## src/design/lpri_isqrt.sv

```systemverilog
`timescale 1ns / 1ps

module lpri_isqrt #(
	parameter int CB = 24,
	parameter int SW = 1
) (
	input  logic            clk,
	input  logic            arst_n,
	input  logic            en,
	input  logic            in_valid,
	input  logic [2*CB-1:0] radicand,
	input  logic [SW-1:0]   in_side,
	output logic            out_valid,
	output logic [CB-1:0]   root,
	output logic [SW-1:0]   out_side
);

	logic            vld_s  [CB];
	logic [2*CB-1:0] val_s  [CB];
	logic [CB+1:0]   rem_s  [CB];
	logic [CB-1:0]   root_s [CB];
	logic [SW-1:0]   side_s [CB];

	for (genvar k = 0; k < CB; k++) begin : g_stage
		logic            p_vld;
		logic [2*CB-1:0] p_val;
		logic [CB+1:0]   p_rem;
		logic [CB-1:0]   p_root;
		logic [SW-1:0]   p_side;
		logic [CB+1:0]   t_rem;
		logic [CB+1:0]   trial;

		if (k == 0) begin : g_first
			assign p_vld  = in_valid;
			assign p_val  = radicand;
			assign p_rem  = '0;
			assign p_root = '0;
			assign p_side = in_side;
		end else begin : g_next
			assign p_vld  = vld_s[k-1];
			assign p_val  = val_s[k-1];
			assign p_rem  = rem_s[k-1];
			assign p_root = root_s[k-1];
			assign p_side = side_s[k-1];
		end

		assign t_rem = {p_rem[CB-1:0], p_val[2*CB-1 -: 2]};
		assign trial = {p_root, 2'b01};

		always_ff @(posedge clk or negedge arst_n) begin
			if (!arst_n) begin
				vld_s[k] <= 1'b0;
			end else if (en) begin
				vld_s[k] <= p_vld;
			end
		end

		always_ff @(posedge clk) begin
			if (en) begin
				val_s[k]  <= p_val << 2;
				side_s[k] <= p_side;
				if (t_rem >= trial) begin
					rem_s[k]  <= t_rem - trial;
					root_s[k] <= {p_root[CB-2:0], 1'b1};
				end else begin
					rem_s[k]  <= t_rem;
					root_s[k] <= {p_root[CB-2:0], 1'b0};
				end
			end
		end
	end

	assign out_valid = vld_s[CB-1];
	assign root      = root_s[CB-1];
	assign out_side  = side_s[CB-1];

endmodule

```

## config.mk

```make
export PLATFORM = sky130hd
export DESIGN_NAME = lpri_isqrt
export DESIGN_NICKNAME = d
export VERILOG_FILES = /design/src/design/lpri_isqrt.sv
export SDC_FILE = /design/constraint.sdc
export NUM_CORES = 2
export LEC_CHECK = 0
export BUFFER_PORTS_ARGS = -buffer_cell sky130_fd_sc_hd__buf_2
export CAP_MARGIN = 20
export CORE_MARGIN = 2
export CORE_UTILIZATION = 40
export CTS_CLUSTER_DIAMETER = 150
export DETAILED_ROUTE_END_ITERATION = 10
export MAX_ROUTING_LAYER = met4
export SLEW_MARGIN = 5
export SYNTH_ARGS = -nofsm -noshare
export SYNTH_HDL_FRONTEND = slang
export SYNTH_SLANG_ARGS = --single-unit
```

## constraint.sdc

```tcl
create_clock -name clk -period 4.3 [get_ports clk]
set_input_delay 0.86 -clock clk [delete_from_list [all_inputs] [get_ports clk]]
set_output_delay 0.86 -clock clk [all_outputs]
set_load 0.03 [all_outputs]
```

* Word level (Yosys, flattened, before mapping)
Memory sizes are Yosys's and may differ from the RTL's. Cells that the tools add are included. W data, S select, Z words.
Word-level totals: RAM bits 2328, register bits after elaboration 24, word-level logic and storage cells 318, bits in latches 0, memory bits (read-only) 0, memories kept 4
Operators by class: divide/modulo/power cells 0, bitwise gates (word level) 48, shifts and indexed selects 0, multipliers 0, equality and inequality tests 0, $lt $le $gt $ge 24, muxes and demuxes 194, reductions and logical operators 0, add/sub/neg operators 24
Memories:
- val_s | words 24, bits a word 46, rd ports 23, clocked after Yosys merged registers in 0, write ports 24, line 19 | logic [2*CB-1:0] val_s [CB];
- rem_s | words 24, bits a word 26, rd ports 23, clocked after Yosys merged registers in 0, write ports 24, line 20 | logic [CB+1:0] rem_s [CB];
- root_s | words 24, bits a word 24, rd ports 24, clocked after Yosys merged registers in 0, write ports 24, line 21 | logic [CB-1:0] root_s [CB];
- side_s | words 24, bits a word 1, rd ports 24, clocked after Yosys merged registers in 0, write ports 24, line 22 | logic [SW-1:0] side_s [CB];
Operators with widths (count):
- $mux W26 | 24
- $ge A26 B26 Y1 | 23
- $sub A26 B26 Y26 | 23
- $mux W24 | 24
- $mux W1 | 146
- $or A1 B1 Y1 | 48
- $sub A2 B1 Y3 const B | 1
- $ge A2 B1 Y1 const B | 1

* Depth between registers and ports, before layout
An unclocked memory read counts as a cell.
word-level depth 6, gate-level depth with buffers 13

* Least setup slack after synthesis
OpenSTA, ideal clock, no wires.
path kind input -> register, from input en, to memory rem_s[2][130] (netlist bit), enable pin, path buffers 4, setup slack 954 ps, cell stages on the path 4, data arrival time 2927 ps, cells stage by stage clkbuf_1 -> clkbuf_1 -> clkbuf_1 -> clkbuf_1
RTL lines:
- from (decl) | line 9 | input logic en,
- to (decl) | line 20

==> out/qor.json <==
{
  "layout.cells.most_common": "edfxtp_1",
  "largest_family_of_logic_cells_by_synthesized_area": "simple AND/OR/NAND/NOR gates",
  "totalWireLength_um": 130000,
  "final_max_slew_viol_count": 0,
  "core_region_area_sq_mm": 0.163,
  "max_slew_margin_pct": 30.8,
  "cts.repair_timing.setup_buffer_count": 0,
  "synth.avg_cell_area_sq_um": 13.1,
  "synth-edff-count": 1397,
  "std_cell_rows": 148,
  "grt_antenna_before_repair": 1,
  "worst_clock_skew_ns": 0.0480,
  "r2r_slack_ns": 0.64,
  "grt_first_pass_wirelength_um": 206000,
  "maximum_operating_frequency_mhz": 273,
  "synthCells": 5014,
  "grt_start_max_net_pins": 139,
  "critical_path.max_fanout": 22,
  "cts_max_path_buffers": 3,
  "layout_stage_area_growth_over_the_synthesis_result_pct": 12.6,
  "finalHoldViolCount": 0,
  "synth_unique_cells": 93,
  "antenna-diode-count": 0,
  "drt_pass1_iterations": 5,
  "synth_adder_area_share_pct": 6.20,
  "grt_overflow": 0,
  "boundaryPins": 79,
  "clkSlewWorstSetupHoldPaths_ns": 0.06,
  "final_nets": 5565,
  "max_cap_violations": 0,
  "cp_data_arrival_time_ns": 4.17,
  "mappedNetlistNets": 5393,
  "final.setup.tns_ns": 0,
  "port_buffers": 78,
  "cts_root_buf": "clkbuf_16",
  "ctsResizeCount": 0,
  "drt_first_iter_violations": 2842,
  "fp.dieW_um": 410,
  "route.detailed.wl_per_inst_um": 17.3,
  "type_of_the_tightest_min_delay_check": "input pin to async pin",
  "run_status": "complete, no violations",
  "postSynth.topFlopCell": "edfxtp_1",
  "h_tree_levels": 4,
  "worstSetupStartpointType": "flip-flop",
  "cts_tree": "yes",
  "initial_utilization_pct": 40.4,
  "drt.antenna.violating_nets": 0,
  "multiplexer_area_fraction_after_synthesis_pct": 1.69,
  "clk_latency_ns": 0.78,
  "cp_data_required_time_ns": 4.82,
  "die_area_sq_mm": 0.168,
  "yosysSeqAreaShare_pct": 64.7,
  "routed-via-count": 38300,
  "floorplan_die_height_um": 410,
  "hpwlAfterDp_um": 92900,
  "worst-setup-path-type": "flip-flop to flip-flop",
  "cts_made_buffers": 156,
  "fill_cells": 14700,
  "final_min_period_over_clock_period_pct": 85.1,
  "cts_sinks": 1422,
  "finalCoreUtilization_pct": 45.5,
  "sequential_cell_area_sq_mm": 0.0426,
  "timing.final.crit_period_ns": 3.66,
  "final_cell_mix": "edfxtp_1, inv_1, ha_1, nand2_1",
  "pwr_density_cell_mw_per_mm2": 532,
  "report.final.setup_viol": 0,
  "grt_setup_unrepaired": "false",
  "slew_worst_pin_ns": 1.04,
  "synth_area_sq_mm": 0.0658,
  "post_drt_via_cell_ratio": 5.11,
  "cellLeakagePower_nw": 28.1,
  "drive_gt1_share_pct": 9.22,
  "hold_buffers": 0,
  "synth_warnings": 0,
  "synthArstFlopShare_pct": 1.69,
  "synth-compound-area-share_pct": 9.18,
  "synth.ff_latch_count": 1422,
  "ir_worst_vdd_mv": 0.439,
  "place_congestion": 0.875,
  "area_share_of_and_or_nand_nor_cells_after_synthesis_pct": 9.71,
  "vias_in_the_first_global_route": 37700,
  "worst_setup_path_end_kind": "flip-flop",
  "drc": 0,
  "grt.total_usage_pct": 15.8,
  "synth_xor_area_share_pct": 5.45,
  "multi_input_comb_area_sq_mm": 0.0212
}
==> cell usage after synthesis, drive strengths merged, types with 6 or more instances <==
| master | instances | area share, % |
|---|---|---|
| a21o | 118 | 1.3 |
| or2 | 21 | 0.20 |
| o21a | 59 | 0.67 |
| buf | 13 | 0.087 |
| a211oi | 26 | 0.30 |
| or3 | 62 | 0.60 |
| xnor2 | 199 | 2.6 |
| a31oi | 21 | 0.21 |
| clkbuf | 102 | 0.58 |
| o2111ai | 10 | 0.13 |
| and3 | 28 | 0.27 |
| edfxtp | 1397 | 64 |
| nor3 | 124 | 0.97 |
| o31a | 8 | 0.11 |
| a221oi | 9 | 0.12 |
| a21oi | 249 | 1.9 |
| a21boi | 16 | 0.19 |
| nand2 | 325 | 1.9 |
| a211o | 13 | 0.17 |
| o211ai | 21 | 0.24 |
| nand2b | 64 | 0.61 |
| mux2i | 14 | 0.21 |
| o21bai | 17 | 0.19 |
| o21ai | 279 | 2.1 |
| nand3b | 13 | 0.15 |
| o31ai | 31 | 0.35 |
| xor2 | 210 | 2.8 |
| nand3 | 86 | 0.65 |
| or4 | 26 | 0.31 |
| nor3b | 9 | 0.11 |
| nor2b | 42 | 0.40 |
| and2 | 34 | 0.32 |
| nand4b | 6 | 0.089 |
| nand4 | 50 | 0.48 |
| nor4b | 13 | 0.17 |
| o41ai | 6 | 0.091 |
| ha | 326 | 6.2 |
| nor2 | 277 | 1.6 |
| dfrtp | 24 | 0.91 |
| inv | 418 | 2.4 |
| a2111oi | 14 | 0.19 |
| nor4 | 70 | 0.69 |
| mux2 | 86 | 1.5 |
==> stage by stage <==
step           total power [W]  setup WS [ns]  hold WS (ns)  cells  area, sq um
3_3_place_gp            0.0262          0.805         0.400   7203        68900
6_report                0.0394          0.641        0.0608   7490        74100
4_1_cts                 0.0399          0.693       0.00501   7490        74100
2_1_floorplan           0.0240          0.954         0.400   5014        65800
5_1_grt                 0.0415          0.460        0.0527   7490        74100
3_5_place_dp            0.0263          0.710         0.405   7203        68900
==> final timing paths <==
path | end | start | cells after the start
hold / removal | out_valid | arst_n | 1
setup / recovery | rem_s[2][158] | rem_s[2][130] | 10
setup reg to reg | rem_s[2][158] | rem_s[2][130] | 10
max in group asynchronous | g_stage[4].p_vld | arst_n | 1
hold reg to reg | val_s[1][132] | val_s[1][84] | 0
min in group clk | side_s[0][0] | in_side | 1
==> where the power goes <==
group          switching (W)  internal (W)
Sequential           0.00108        0.0175
Clock                0.00546       0.00792
Combinational        0.00425       0.00318
Total                 0.0108        0.0286
==> flip-flops by register name (all words and copies together) (netlist names) <==
| signal | count |
|---|---|
| out_valid | 1 |
| side_s | 24 |
| g_stage.p_vld | 23 |
| val_s | 552 |
| rem_s | 522 |
| root_s | 300 |
==> area by class of cell <==
type | instances | share of cell area [%]
Clock buffer | 188 | 5.49
Clock inverter | 99 | 1.47
Inverter | 418 | 2.12
Multi-Input combinational cell | 3059 | 28.6
Sequential cell | 1422 | 57.5
Tap cell | 2175 | 3.67
Timing Repair Buffer | 129 | 1.17
==> kinds of logic (layout without fill, tap and decap cells) <==
family | count (synthesis) | after routing
flops | 1422 | 1422
simple gates | 1268 | 1268
compound gates | 956 | 956
buf+inv | 533 | 834
xor+xnor | 409 | 409
fa+ha+maj | 326 | 326
mux | 100 | 100
==> critical path, cell delays in order, from the launching register on <==
cell and delay (ns):
edfxtp_1 0.38, ha_1 0.37, nor2b_1 0.17, o31ai_1 0.28, a2111oi_0 0.19, nor3_2 0.49, o31ai_1 0.20, a21o_1 0.24
a31oi_2 0.28, buf_4 0.40, mux2_2 0.38
==> layer usage <==
| metal | global-route usage, % | part of all wire [%] |
|---|---|---|
| met5 | - | 0 |
| met4 | 5.01 | 2.8 |
| met3 | 2.57 | 3.7 |
| met2 | 26.6 | 50 |
| met1 | 19.6 | 44 |
Note: power is estimated with default switching activity, not from simulation.
