$ cat src/design/lpri_div.sv
`timescale 1ns / 1ps

module lpri_div #(
	parameter int PW = 32,
	parameter int DW = 24,
	parameter int QB = 6,
	parameter int SW = 1
) (
	input  logic          clk,
	input  logic          arst_n,
	input  logic          en,
	input  logic          in_valid,
	input  logic [PW-1:0] dividend,
	input  logic [DW-1:0] divisor,
	input  logic [SW-1:0] in_side,
	output logic          out_valid,
	output logic          ovf,
	output logic [QB-1:0] quot,
	output logic [SW-1:0] out_side
);

	localparam int CW = PW + DW + QB;

	logic          vld_s1;
	logic          ovf_s1;
	logic [CW-1:0] rem_s1;
	logic [DW-1:0] dvs_s1;
	logic [SW-1:0] side_s1;

	logic          vld_s  [QB];
	logic          ovf_s  [QB];
	logic [CW-1:0] rem_s  [QB];
	logic [DW-1:0] dvs_s  [QB];
	logic [QB-1:0] q_s    [QB];
	logic [SW-1:0] side_s [QB];

	always_ff @(posedge clk or negedge arst_n) begin
		if (!arst_n) begin
			vld_s1 <= 1'b0;
		end else if (en) begin
			vld_s1 <= in_valid;
		end
	end

	always_ff @(posedge clk) begin
		if (en) begin
			ovf_s1  <= CW'(dividend) >= (CW'(divisor) << QB);
			rem_s1  <= CW'(dividend);
			dvs_s1  <= divisor;
			side_s1 <= in_side;
		end
	end

	for (genvar k = 0; k < QB; k++) begin : g_bit
		logic          p_vld;
		logic          p_ovf;
		logic [CW-1:0] p_rem;
		logic [DW-1:0] p_dvs;
		logic [QB-1:0] p_q;
		logic [SW-1:0] p_side;
		logic [CW-1:0] sh;

		if (k == 0) begin : g_first
			assign p_vld  = vld_s1;
			assign p_ovf  = ovf_s1;
			assign p_rem  = rem_s1;
			assign p_dvs  = dvs_s1;
			assign p_q    = '0;
			assign p_side = side_s1;
		end else begin : g_next
			assign p_vld  = vld_s[k-1];
			assign p_ovf  = ovf_s[k-1];
			assign p_rem  = rem_s[k-1];
			assign p_dvs  = dvs_s[k-1];
			assign p_q    = q_s[k-1];
			assign p_side = side_s[k-1];
		end

		assign sh = CW'(p_dvs) << (QB - 1 - k);

		always_ff @(posedge clk or negedge arst_n) begin
			if (!arst_n) begin
				vld_s[k] <= 1'b0;
			end else if (en) begin
				vld_s[k] <= p_vld;
			end
		end

		always_ff @(posedge clk) begin
			if (en) begin
				ovf_s[k]  <= p_ovf;
				dvs_s[k]  <= p_dvs;
				side_s[k] <= p_side;
				if (p_rem >= sh) begin
					rem_s[k] <= p_rem - sh;
					q_s[k]   <= p_q | (QB'(1) << (QB - 1 - k));
				end else begin
					rem_s[k] <= p_rem;
					q_s[k]   <= p_q;
				end
			end
		end
	end

	assign out_valid = vld_s[QB-1];
	assign ovf       = ovf_s[QB-1];
	assign quot      = q_s[QB-1];
	assign out_side  = side_s[QB-1];

endmodule

$ cat config.mk
export PLATFORM = sky130hd
export DESIGN_NAME = lpri_div
export DESIGN_NICKNAME = d
export VERILOG_FILES = /design/src/design/lpri_div.sv
export SDC_FILE = /design/constraint.sdc
export NUM_CORES = 1
export LEC_CHECK = 0
export CORE_MARGIN = 5
export CORE_UTILIZATION = 65
export CTS_CLUSTER_DIAMETER = 30
export CTS_CLUSTER_SIZE = 25
export DETAILED_ROUTE_END_ITERATION = 12
export DONT_BUFFER_PORTS = 1
export PLACE_DENSITY = 0.87
export SLEW_MARGIN = 5
export SYNTH_ARGS = -nofsm -noshare
export SYNTH_HDL_FRONTEND = slang
export SYNTH_SLANG_ARGS = --single-unit
export TNS_END_PERCENT = 50
$ cat constraint.sdc
create_clock -name clk -period 5.26 [get_ports clk]
set_input_delay 0.526 -clock clk [delete_from_list [all_inputs] [get_ports clk]]
set_output_delay 0.526 -clock clk [all_outputs]
set_load 0.02 [all_outputs]
======== Word-level counts from Yosys, hierarchy flattened ========
Memories as Yosys holds them, arrays and structs flattened.
Cells that the tools add are included.
storage, ports and cells
  output and inout port bits .............. 9
  memory bits (writable) .................. 564
  register bits ........................... 65
  logic and storage cells ................. 91
  memories kept ........................... 5
memory list
  memory  depth  width  rd ports  clocked after memory_dff  wr ports  RTL line  text
  rem_s   6      62     5         0                         6         32        logic [CW-1:0] rem_s [QB];
  dvs_s   6      24     5         0                         6         33        logic [DW-1:0] dvs_s [QB];
  q_s     6      6      6         0                         6         34        logic [QB-1:0] q_s [QB];
  ovf_s   6      1      6         0                         6         31        logic ovf_s [QB];
  side_s  6      1      6         0                         6         35        logic [SW-1:0] side_s [QB];
cells by class
  muxes and demuxes ....................... 50
  magnitude comparators ................... 7
  $add $sub $neg .......................... 6
  bitwise gates (word level) .............. 12
operator list
  operator        number
  $mux 62         6
  $ge 62x24->1    1
  $ge 62x25->1    1
  $ge 62x26->1    1
  $ge 62x27->1    1
  $ge 62x28->1    1
  $sub 62x24->62  1
  $sub 62x25->62  1
  $sub 62x26->62  1
  $sub 62x27->62  1
  $sub 62x28->62  1
  $mux 1          38
  $mux 6          6
  $sub 32x29->33  1
  $ge 32x29->1    1
  $ge 32x30->1    1
  $or 1x1->1      12

======== Longest topological paths before layout ========
An unclocked memory read counts as a cell.
  depth in word-level cells ............... 6
  mapped depth ............................ 16

======== Worst setup path after synthesis ========
OpenSTA, ideal clock, no wires.
  path kind ............................... reg2reg
  start ................................... memory rem_s[1][86] (netlist bit)
  end ..................................... memory rem_s[2][49] (netlist bit) (data pin)
  slack ................................... 1.453 ns
  arrival time ............................ 3.550 ns
  stages on the path, launching flop included .. 14
  setup time .............................. 0.258 ns
  clock period less this slack ............ 3.807 ns
  data required time ...................... 5.002 ns
  cells stage by stage .................... edfxtp_1 ha_1 or4b_1 nor4_1 nand3_1 o2111ai_1 nor2_1 and2_1 buf_6 or4_4 buf_6 or4_4 or2_1 xnor2_1
RTL lines
  item         RTL line
  from (decl)  32

==> results by group <==
Floorplan
  – Die ar.: roughly 0.046 sq mm
  – Ports: 70
  – Rows: 75
  – Starting Density: approximately 65%
  – Die Wd: between 200 and 250 um
  – Core area: 0.0418 sq mm
  – Die height: roughly 210 um

Synth
  – Syn. warnings: 0
  – Sequential cell area fraction in the yosys report: between 50% and 60%
  – #FFs+latches synth: about 500
  – Mux cell area share after synthesis: less than 1%
  – Async SR Flop Fraction: 1.40%
  – Compound-Gate Fraction of Synth Area: 12.4%
  – Mapped Cells: ~2400
  – Unique masters post-synth: between 70 and 80
  – Cell area after synthesis: ~0.027 sq mm
  – Largest cells by area after synthesis: edfxtp_1, ha_1, xnor2_1
  – Post-synthesis adder-cell area fraction: between 8 and 9%
  – Synth area leader: edfxtp_1
  – Post-synth EDFFs: 492
  – Combinational family with the most area after synthesis: simple AND/OR/NAND/NOR gates
  – Net count after synthesis: 2657
  – Post-synthesis xor/xnor area fraction: 6.78%
  – Most frequent cells after synthesis: edfxtp_1, inv_1, nand2_1, a21oi_1, nor2_1
  – Simple-gate area share of the yosys netlist: 13.2%
  – Syn_area_per_cell: between 10 and 15 sq um
  – Yosys top cell area share: a little over half
  – Main flop type after synthesis: edfxtp_1
  – Cell with the most instances after synthesis: edfxtp_1

Job
  – Max-Cap Viols: 0

Routing
  – Vias: 19698
  – DR vias/cell: 6.28
  – Drt total wl: ~67000 um
  – Drt drc: 0
  – Final ANT Viol Nets: 0
  – Pre-antenna DRT Iters: 6
  – Initial DRC Count: 1812
  – Routed wire per std cell: ~21 um

STA
  – Final period utilization: between 90 and 100%
  – RSZ-0062 raised after global routing: false
  – Max-slew violations: 0
  – Rel. slew slack: around 16%
  – Final WS setup: ~0.36 ns
  – Fin Setup TNS: 0 ns
  – Worst-margin pin slew: ~1.3 ns
  – Min Tclk post-route: around 5 ns
  – Final hold violation count: 0
  – Setup Viol. Count Final: 0
  – Clk_skew: roughly 0.025 ns
  – Maximum clock rate: about 200 MHz

Layout
  – Final nets: between 2000 and 3000
  – Post-Layout Cell Count: between 3000 and 4000
  – N_diodes: 0
  – Layout overhead on the synthesized area: 15.3%
  – Filler Cells Inserted: ~2600
  – Layout cells sized above 1: ~8.1%

Setup path
  – WP data required: 5.62 ns
  – Crit path DAT: roughly 5.3 ns
  – Slowest stage cell, crit path: or4b_2
  – Worst-path maximum fanout: 21
  – Worst-path cell chain: ha_1 -> or4b_2 -> nor4_1 -> nand3_1 -> o311ai_0 -> and3b_1 -> a2111o_1 -> nor3_1 -> nand2_1 -> xnor2_1
  – Crit path max-delay family: simple AND/OR/NAND/NOR gates
  – Worst path max stage delay: about 0.63 ns
  – CP endpoint kind: flip-flop
  – Kind of critical path: reg2reg
  – Element type at the critical path start: flip-flop
  – Critical path buffer and inverter count: 0

Global routing
  – Largest net degree at the start of global routing: roughly 500
  – Routing usage on met2: approximately half
  – First-pass GRT wire length: around 110000 um
  – Congestion Overflow GR: 0
  – Total global-route track usage: between 20 and 30%
  – Initial antenna violation count: 0
  – Grt peak-use layer: met2
  – Vias in the first global route: 20037
  – Met3 Use GR: between 4 and 5%
  – Met1 usage: 36.9%

Clocking
  – Post-CTS setup buffer count: 0
  – CTS H-tree lvls: 3
  – Clock Latency Late Sink: between 0.6 and 0.7 ns
  – CTS max path bufs: 3
  – Clock transition at path regs: ~0.050 ns
  – Clock buffer count from CTS: 91
  – Clock root buffer: clkbuf_16
  – CTS tree: yes
  – Clock sink count: around 500

Power and ir drop
  – P_leak: approximately 13 nW
  – Power Density: between 400 and 500 mW/mm^2
  – Power Total: between 15 and 20 mW
  – Worst-case vdd ir drop: between 0.3 and 0.4 mV

Worst hold path
  – Hold crit path type: in2reg

Placed design
  – IO buf count: 0
  – Placed insts: between 2000 and 3000
  – Final Wtd Congestion: between 0.9 and 1
  – HPWL after detailed placement: approximately 45000 um
  – Pre-CTS WS: roughly 0.45 ns

Outcome
  – Status: finished clean
## routing by layer
metal  wire (um)  up-vias  part of all wire [%]
li1            -     9153                     -
met1       26700     9346                    40
met2       32900      997                    49
met3        4510      202                   6.7
met4        2900        0                   4.3
met5           0        -                     0
## path summary, 6_finish.rpt
check,slack (ns),endpoint,depth (start not counted),from
setup / recovery,0.36,rem_s[1][60]$_DFFE_PP_,10,rem_s[0][67]$_DFFE_PP_
setup reg to reg,0.36,rem_s[1][60]$_DFFE_PP_,10,rem_s[0][67]$_DFFE_PP_
hold reg to reg,0.42,q_s[1][5]$_DFFE_PP_,0,q_s[0][11]$_DFFE_PP_
max in group asynchronous,4.79,out_valid$_DFFE_PN0P_,1,arst_n
min in group asynchronous,0.24,g_bit[0].p_vld$_DFFE_PN0P_,1,arst_n
hold / removal,0.05,dvs_s1[21]$_DFFE_PP_,0,en
## power by group
group / internal (mW) / total [mW] / leakage, nW / switching (mW)
clock: 3.70 / 5.71 / 1.47 / 2.01
sequential: 5.25 / 5.69 / 4.89 / 0.445
combinational: 1.65 / 3.98 / 6.21 / 2.33
total: 10.6 / 15.4 / 12.6 / 4.78
## state kept, by name, summed over array words and instances, names as in the netlist
| register | cells |
|---|---|
| ovf_s | 6 |
| g_bit.p_rem | 32 |
| side_s | 6 |
| rem_s | 281 |
| out_valid | 1 |
| g_bit.p_side | 1 |
| q_s | 21 |
| g_bit.p_vld | 6 |
| dvs_s | 120 |
| dvs_s1 | 24 |
| g_bit.p_ovf | 1 |
## cells in the final DEF, fill, tap and decap left out, types with 40 or more instances in the layout
| cell | synthesis | layout |
|---|---|---|
| dlygate4sd3_1 | 0 | 58 |
| clkbuf_16 | 0 | 93 |
| nor3_1 | 52 | 51 |
| nor2_1 | 169 | 169 |
| nor4_1 | 45 | 45 |
| a21oi_1 | 179 | 179 |
| inv_1 | 205 | 205 |
| xnor2_1 | 124 | 124 |
| a21o_1 | 105 | 105 |
| nand2b_1 | 44 | 44 |
| nand3_1 | 40 | 40 |
| ha_1 | 168 | 168 |
| edfxtp_1 | 492 | 492 |
| xor2_1 | 87 | 87 |
| nand2_1 | 182 | 182 |
| o21ai_0 | 121 | 121 |
## per-stage QoR
stage / hold WS, ns / utilization [%] / area, sq um
global placement: 0.231 / 66.6 / 27800
global route: 0.00994 / 75.2 / 31400
CTS: 0.0244 / 75.2 / 31400
detailed placement: 0.231 / 66.6 / 27800
floorplan: 0.230 / - / 27300
finish: 0.0491 / 75.2 / 31400
## timing repair
item,4_1_cts,5_1_grt
setup endpoints to repair,0,0
gates resized for setup,0,0
hold endpoints to repair,64,0
hold buffers,58,0
## final cells by class
type                       instances  area, sq um  share of cell area, %
clock buffer                     103         2360                   7.53
clock inverter                    65          674                   2.15
inverter                         206          773                   2.46
multi-input combinational       1654        11300                   35.9
sequential                       499        14900                   47.6
tap                              539          674                   2.15
timing repair buffer              73          693                   2.21
## cell families after synthesis
group / after synthesis
adder cells (fa/ha/maj): 173
flip-flops: 499
multiplexers: 20
AO/OA/AOI/OAI: 542
XOR/XNOR: 211
AND/OR/NAND/NOR: 708
buffers and inverters: 270
No activity file was read; power rests on OpenSTA's default activity.
